===== src/hw/rtl/empa_pkg.sv =====
// Package for the EM path abundance block: word types, state encoding, codes
// and widths. No dependencies.
`timescale 1ns / 1ps

package empa_pkg;

    // Default sizes for the top-level parameters
    localparam int MAX_PATHS_DEF         = 32;
    localparam int MAX_HITS_DEF          = 4096;
    localparam int MAX_HITS_PER_READ_DEF = 64;

    // Fixed field and datapath widths
    localparam int PID_W   = 6;
    localparam int CNT_W   = 7;
    localparam int W16     = 16;
    localparam int ABN_W   = 32;
    localparam int SHARE_W = 33;
    localparam int DEN_W   = 40;
    localparam int DIVD_W  = 49;
    localparam int DIVS_W  = 40;
    localparam int PROD_W  = 48;
    localparam int CFG_AW  = 2;

    localparam logic [ABN_W-1:0] ONE_Q16    = 32'h0001_0000;
    localparam logic [W16-1:0]   WEIGHT_ONE = 16'h8000;

    // Action codes
    localparam logic [1:0] ACT_LEN = 2'd0;
    localparam logic [1:0] ACT_HIT = 2'd1;
    localparam logic [1:0] ACT_RUN = 2'd2;

    // Register indexes
    localparam logic [CFG_AW-1:0] REG_EPSILON  = 2'd0;
    localparam logic [CFG_AW-1:0] REG_MAX_ITER = 2'd1;
    localparam logic [CFG_AW-1:0] REG_PCOUNT   = 2'd2;

    typedef struct packed {
        logic [1:0]       action;
        logic [PID_W-1:0] path_id;
        logic [W16-1:0]   path_length;
        logic [W16-1:0]   hit_count;
        logic             end_of_read;
    } t_in_word;

    typedef struct packed {
        logic [PID_W-1:0] out_path;
        logic [ABN_W-1:0] abundance;
        logic             converged;
        logic [W16-1:0]   iterations_used;
        logic             last;
    } t_out_word;

    typedef enum logic [4:0] {
        S_IDLE, S_LEN, S_LDIV, S_INIT, S_ITER, S_RHIT, S_RABN, S_RMUL, S_RACC,
        S_DIST, S_DBUF, S_DDIV, S_UPD, S_UMUL, S_UCMP, S_UEND, S_ERD, S_EOUT
    } t_state;

endpackage


===== src/hw/rtl/empa_div.sv =====
// Restoring divider for the EM path abundance block, one quotient bit a cycle.
// Depends on empa_pkg.
`timescale 1ns / 1ps

module empa_div (
    input  logic                         i_clk,
    input  logic                         i_rst_n,
    input  logic                         i_start,
    input  logic [empa_pkg::DIVD_W-1:0]  i_dividend,
    input  logic [empa_pkg::DIVS_W-1:0]  i_divisor,
    output logic                         o_done,
    output logic [empa_pkg::DIVD_W-1:0]  o_quotient
);
    import empa_pkg::*;

    localparam int STEP_W = $clog2(DIVD_W);

    logic              r_busy, r_done;
    logic [STEP_W-1:0] r_cnt;
    logic [DIVS_W-1:0] r_rem, r_div;
    logic [DIVD_W-1:0] r_quo;
    logic [DIVS_W:0]   trial, diff;
    logic              ge;

    // One restoring step: shift in the next dividend bit, subtract if it fits
    always_comb begin
        trial = {r_rem, r_quo[DIVD_W-1]};
        ge    = trial >= {1'b0, r_div};
        diff  = trial - {1'b0, r_div};
    end

    always_ff @(posedge i_clk) begin
        if (!i_rst_n) begin
            r_busy <= 1'b0;
            r_done <= 1'b0;
        end else begin
            r_done <= 1'b0;
            if (i_start) begin
                r_busy <= 1'b1;
                r_cnt  <= STEP_W'(DIVD_W - 1);
                r_rem  <= '0;
                r_quo  <= i_dividend;
                r_div  <= i_divisor;
            end else if (r_busy) begin
                r_rem <= ge ? diff[DIVS_W-1:0] : trial[DIVS_W-1:0];
                r_quo <= {r_quo[DIVD_W-2:0], ge};
                r_cnt <= r_cnt - 1'b1;
                if (r_cnt == '0) begin
                    r_busy <= 1'b0;
                    r_done <= 1'b1;
                end
            end
        end
    end

    assign o_done     = r_done;
    assign o_quotient = r_quo;

endmodule


===== config.mk =====
export PLATFORM = sky130hd
export DESIGN_NAME = empa_div
export DESIGN_NICKNAME = d
export VERILOG_FILES = /design/src/hw/rtl/empa_pkg.sv /design/src/hw/rtl/empa_div.sv
export SDC_FILE = /design/constraint.sdc
export NUM_CORES = 1
export LEC_CHECK = 0
export CAP_MARGIN = 10
export CORE_MARGIN = 3
export CORE_UTILIZATION = 40
export CTS_CLUSTER_SIZE = 10
export DETAILED_ROUTE_END_ITERATION = 8
export DONT_BUFFER_PORTS = 1
export PLACE_DENSITY = 0.66
export SLEW_MARGIN = 5
export SYNTH_ARGS = -nofsm -noshare
export SYNTH_HDL_FRONTEND = slang
export SYNTH_SLANG_ARGS = --single-unit

===== constraint.sdc =====
create_clock -name i_clk -period 4.6 [get_ports i_clk]
set_input_delay 0.46 -clock i_clk [delete_from_list [all_inputs] [get_ports i_clk]]
set_output_delay 0.46 -clock i_clk [all_outputs]
set_load 0.05 [all_outputs]

---- Yosys cells after proc, flatten, opt, wreduce, memory -nomap -nowiden ----
Index checks and enable logic that the tools add are counted.
word-level totals
  bits in registers ....................... 137
  input port bits ......................... 92
  output and inout bits ................... 50
  logic and storage cells ................. 25
operators by class
  add/sub/neg operators ................... 2
  $lt $le $gt $ge ......................... 1
  multiplexer cells ....................... 9
  bitwise gates (word level) .............. 2
  reduce and logical (&&, ||, !) cells .... 5
operator list
  operator               count
  $mux W49               2
  $mux W40               2
  $ge A41 B40 Y1         1
  $sub A40 B40 Y40       1
  $logic_not A6 Y1       1
  $mux W6                1
  $sub A6 B1 Y6 const B  1
  $mux W1                4
  $reduce_and A2 Y1      2
  $reduce_or A3 Y1       1
  $not A1 Y1             2
  $reduce_bool A2 Y1     1

---- Depth between registers and ports, before layout ----
  depth after elaboration ................. 4
  gate-level depth with buffers ........... 14

---- Least setup slack after synthesis ----
Ideal clock, no wire load.
  kind .................................... input to register
  from .................................... input port i_start
  to ...................................... register r_quo[0], in the netlist o_quotient[0], enable pin
  library setup time ...................... 0.462 ns
  arrival ................................. 3.292 ns
  data required time ...................... 4.138 ns
  setup slack ............................. 0.847 ns
  cell stages on the path ................. 3
  buffers on the path ..................... 2
  cell sequence ........................... clkbuf_1 -> clkbuf_1 -> o21a_1
on the way
  cells in the longest elaborated chain, start to end .. 2
RTL lines
  item                                 RTL line        RTL
  from (decl)                          empa_div.sv:8   input logic i_start,
  $reduce_bool A2 Y1 (no source line)  n/a
  $reduce_and A2 Y1 (no source line)   n/a
  to (signal assigned)                 empa_div.sv:42  r_quo <= i_dividend;
  to (signal assigned)                 empa_div.sv:46  r_quo <= {r_quo[DIVD_W-2:0], ge};
  to (decl)                            empa_div.sv:21  logic [DIVD_W-1:0] r_quo;
Every way passes these cells.
A chain may end at the register's enable or synchronous reset.

---- Worst setup path in the final report ----
  from .................................... register r_rem[30]
  to ...................................... register r_rem[16], data pin
on the way
  cells in the longest elaborated chain, start to end .. 3
RTL lines
  item                    RTL line        RTL
  from (decl)             empa_div.sv:20  logic [DIVS_W-1:0] r_rem, r_div;
  from (signal assigned)  empa_div.sv:45  r_rem <= ge ? diff[DIVS_W-1:0] : trial[DIVS_W-1:0];
  $ge A41 B40 Y1          empa_div.sv:28  ge = trial >= {1'b0, r_div};
  $mux W40                empa_div.sv:45
  $mux W40                empa_div.sv:44  end else if (r_busy) begin
Every way passes these cells. The select of a mux whose other input is x is not followed.

==> qor.csv <==
stage,metric,value,unit
critical_path,r2r startpoint,r_rem[30]$_SDFFCE_PP0P_,
run_status,status,finished clean,
floorplanning,Die Span X,147,um
drt,Vias,5401,
flow_run,max_cap viols,0,
timing,RSZ-0062 raised after global routing,no,
logic_synthesis,"EDFF count, synth",135,
logic_synthesis,ys flop type,edfxtp_1,
cts,Root Buffer,clkbuf_16,
place,Cells after DPL,950,
layout,final core occ,45.8,%
logic_synthesis,Synth top area share,51.1,%
drt,post-DR wirelength/cell,18.6,um
logic_synthesis,post-synth top area cell,edfxtp_1,
timing,period utilisation layout,82.8,%
floorplanning,Starting Density,41.6,%
drt,routed wire length,18.3,mm
cts,clock latency on the worst-skew pair,0.43,ns
critical_path,Startpoint Class,flop,
drt,Iter 0 DRT Violations,335,
timing,fmax,0.263,GHz
place,post-place setup slack,0.853,ns
pwr,Max IR drop VDD,0.272,mV
layout,"most common cell after layout, fill and taps aside",edfxtp_1,
critical_path,worst-path fanout max,19,
logic_synthesis,average cell area after synthesis,11.1,um^2
layout,multi-input combinational cell area,0.00349,mm^2
timing,final-report max-slew violation count,0,
logic_synthesis,YS warnings,0,
drt,vias per inst,5.49,
logic_synthesis,Syn Inst Count,718,
logic_synthesis,#FFs+latches synth,137,
layout,most frequent cells in the layout,"edfxtp_1, nand2_1, a21oi_1",
logic_synthesis,Syn Nets,853,
critical_path,CP required,4.87,ns
grt,initial antenna violation count,3,
cts,CTS tree,built,
min_path,Hold Path Origin,i_divisor[30],
critical_path,Crit Path Category,reg -> reg,
drt,DRT Pass-1 Iters,4,
layout,share of layout cells above drive strength 1,13.7,%
logic_synthesis,synth top area cells,"edfxtp_1, mux2_2, ha_1, a21oi_1, nand2_1",
layout,register area,0.00409,mm^2
timing,setup ws final,0.793,ns
drt,Final ANT Viol Nets,0,
layout,Fillers,1764,
logic_synthesis,ys async rst share,0,%
place,GPL Wtd Cong,0.883,
place,DP HPWL,12.8,mm
grt,largest net degree at the start of global routing,89,
pwr,Pwr Density,451,mW/mm^2
layout,Nets,844,
pwr,P_leak,3.37,nW
grt,total gr overflow,0,
timing,total negative slack,0,ns
cts,CTS resizes,0,
critical_path,Setup crit end kind,flop,
logic_synthesis,"Distinct cells, synth",67,
logic_synthesis,mapped cell area,0.00794,mm^2
timing,endpoints failing setup,0,
cts,cts hold-fix bufs,0,
cts,"Reg clk slew, reported paths",0.07,ns
cts,TritonCTS Buffers,17,
timing,Slew @ Worst Pin,1.00,ns
critical_path,crit path DAT,4.07,ns
timing,endpoints failing hold,0,
floorplanning,die area,0.0216,mm^2
floorplanning,core area,0.0191,mm^2
place,I/O Buffers,0,
grt,vias in the first global route,5593,
layout,synth-to-layout area growth,9.99,%
layout,final std cells w/o fill,983,
cts,clk sinks,137,
grt,Tot GR Track Use,17.2,%
pwr,Pwr Total,3.94,mW
timing,Slew HR,33.3,%
floorplanning,std cell rows,50,
floorplanning,I/O pin cnt,142,
floorplanning,Die Ht,147,um
logic_synthesis,"Seq/Total Area, Yosys",51.6,%
cts,Clock Tree Buf Depth,2,
timing,Period minus WS final,3.81,ns
grt,first-pass GRT wire length,29.5,mm
critical_path,CP Launch Point,r_rem[30]$_SDFFCE_PP0P_,
cts,Setup Buffers After CTS,0,
cts,htree depth,4,
timing,Final Skew,0.0139,ns
min_path,Hold Crit Class,in -> reg,
drt,DRC errors left,0,
## per-layer routing
metal	vias up	share of wire (%)	track usage, %
li1	2639	-	-
met1	2577	45	21.7
met2	160	47	27.6
met3	19	7.4	6.72
met4	6	1.2	4.94
met5	-	0.22	0
## area by class of cell
type	count	area share (%)
timing repair buffer	4	0.344
tap	260	3.72
clock buffer	17	4.87
multi-input combinational	498	39.9
antenna	1	0.0287
inverter	51	2.19
clock inverter	15	2.03
sequential	137	46.9
## power by group
group / total [mW] / internal [mW] / leakage (nW) / switching (mW)
combinational: 0.857 / 0.339 / 1.78 / 0.517
clock: 1.42 / 0.819 / 0.288 / 0.599
sequential: 1.66 / 1.51 / 1.31 / 0.151
## metrics by stage
stage | area [um^2] | hold WS, ns
2_1_floorplan | 7940 | 0.415
3_3_place_gp | 8130 | 0.440
3_5_place_dp | 8130 | 0.446
4_1_cts | 8730 | 0.0991
5_1_grt | 8730 | 0.0980
6_report | 8730 | 0.116
## logic make-up (layout without fill, tap and decap cells)
| logic type | count (synthesis) | after routing | share of synthesized area [%] |
|---|---|---|---|
| XOR/XNOR | 31 | 31 | 3.42 |
| AO/OA/AOI/OAI | 181 | 181 | 15.0 |
| multiplexers | 48 | 48 | 6.81 |
| AND/OR/NAND/NOR | 195 | 195 | 11.7 |
| flip-flops | 137 | 137 | 51.6 |
| other | 0 | 1 | 0 |
| adder cells (fa/ha/maj) | 43 | 43 | 6.87 |
| buffers and inverters | 83 | 87 | 4.63 |
## worst max-delay path, cell delays in order, from the launching register on
cell and delay (ns):
edfxtp_1 0.41, ha_1 0.49, nand4_1 0.36, nor4b_1 0.46, nand4_1 0.14, o21ai_1 0.24, o21bai_1 0.19, o21a_1 0.70
buf_4 0.38, nor2_1 0.08, a211oi_2 0.19
## cells in the mapped netlist (2+ instances only)
| master | instances |
|---|---|
| nor3_1 | 20 |
| nor2b_1 | 3 |
| buf_2 | 5 |
| nor2_1 | 29 |
| a21boi_0 | 2 |
| a32o_1 | 3 |
| or3_1 | 4 |
| o21ai_0 | 27 |
| mux2_2 | 48 |
| xor2_1 | 15 |
| nor4_1 | 3 |
| o21bai_1 | 7 |
| a22o_1 | 4 |
| o41ai_2 | 2 |
| dfxtp_1 | 2 |
| nand2b_1 | 9 |
| a211oi_1 | 3 |
| and4_1 | 3 |
| xnor2_1 | 16 |
| buf_4 | 2 |
| o21ai_1 | 4 |
| inv_1 | 51 |
| buf_6 | 4 |
| ha_1 | 42 |
| clkbuf_1 | 15 |
| o211ai_1 | 4 |
| nand4_1 | 9 |
| and2_1 | 3 |
| buf_1 | 4 |
| nand3_1 | 11 |
| a211oi_2 | 3 |
| and3_1 | 6 |
| nand2_1 | 84 |
| a21oi_1 | 69 |
| o21a_1 | 5 |
| nand3b_1 | 5 |
| a41oi_1 | 2 |
| o31ai_1 | 2 |
| a31oi_1 | 4 |
| a21o_1 | 22 |
| edfxtp_1 | 135 |
| o211a_1 | 2 |
## registers in the layout (all words and copies together) (netlist names)
name	count
o_done	1
o_quotient	49
r_div	40
r_rem	40
r_busy	1
r_cnt	6
## worst paths after layout
| check | to | slack [ns] | cells after the start |
|---|---|---|---|
| min | r_div[30]$_DFFE_PP_ | 0.12 | 0 |
| min reg2reg | o_done$_SDFF_PP0_ | 0.45 | 2 |
| max | r_rem[16]$_SDFFCE_PP0P_ | 0.79 | 10 |
| max reg2reg | r_rem[16]$_SDFFCE_PP0P_ | 0.79 | 10 |
No activity file was read; power rests on OpenSTA's default activity.
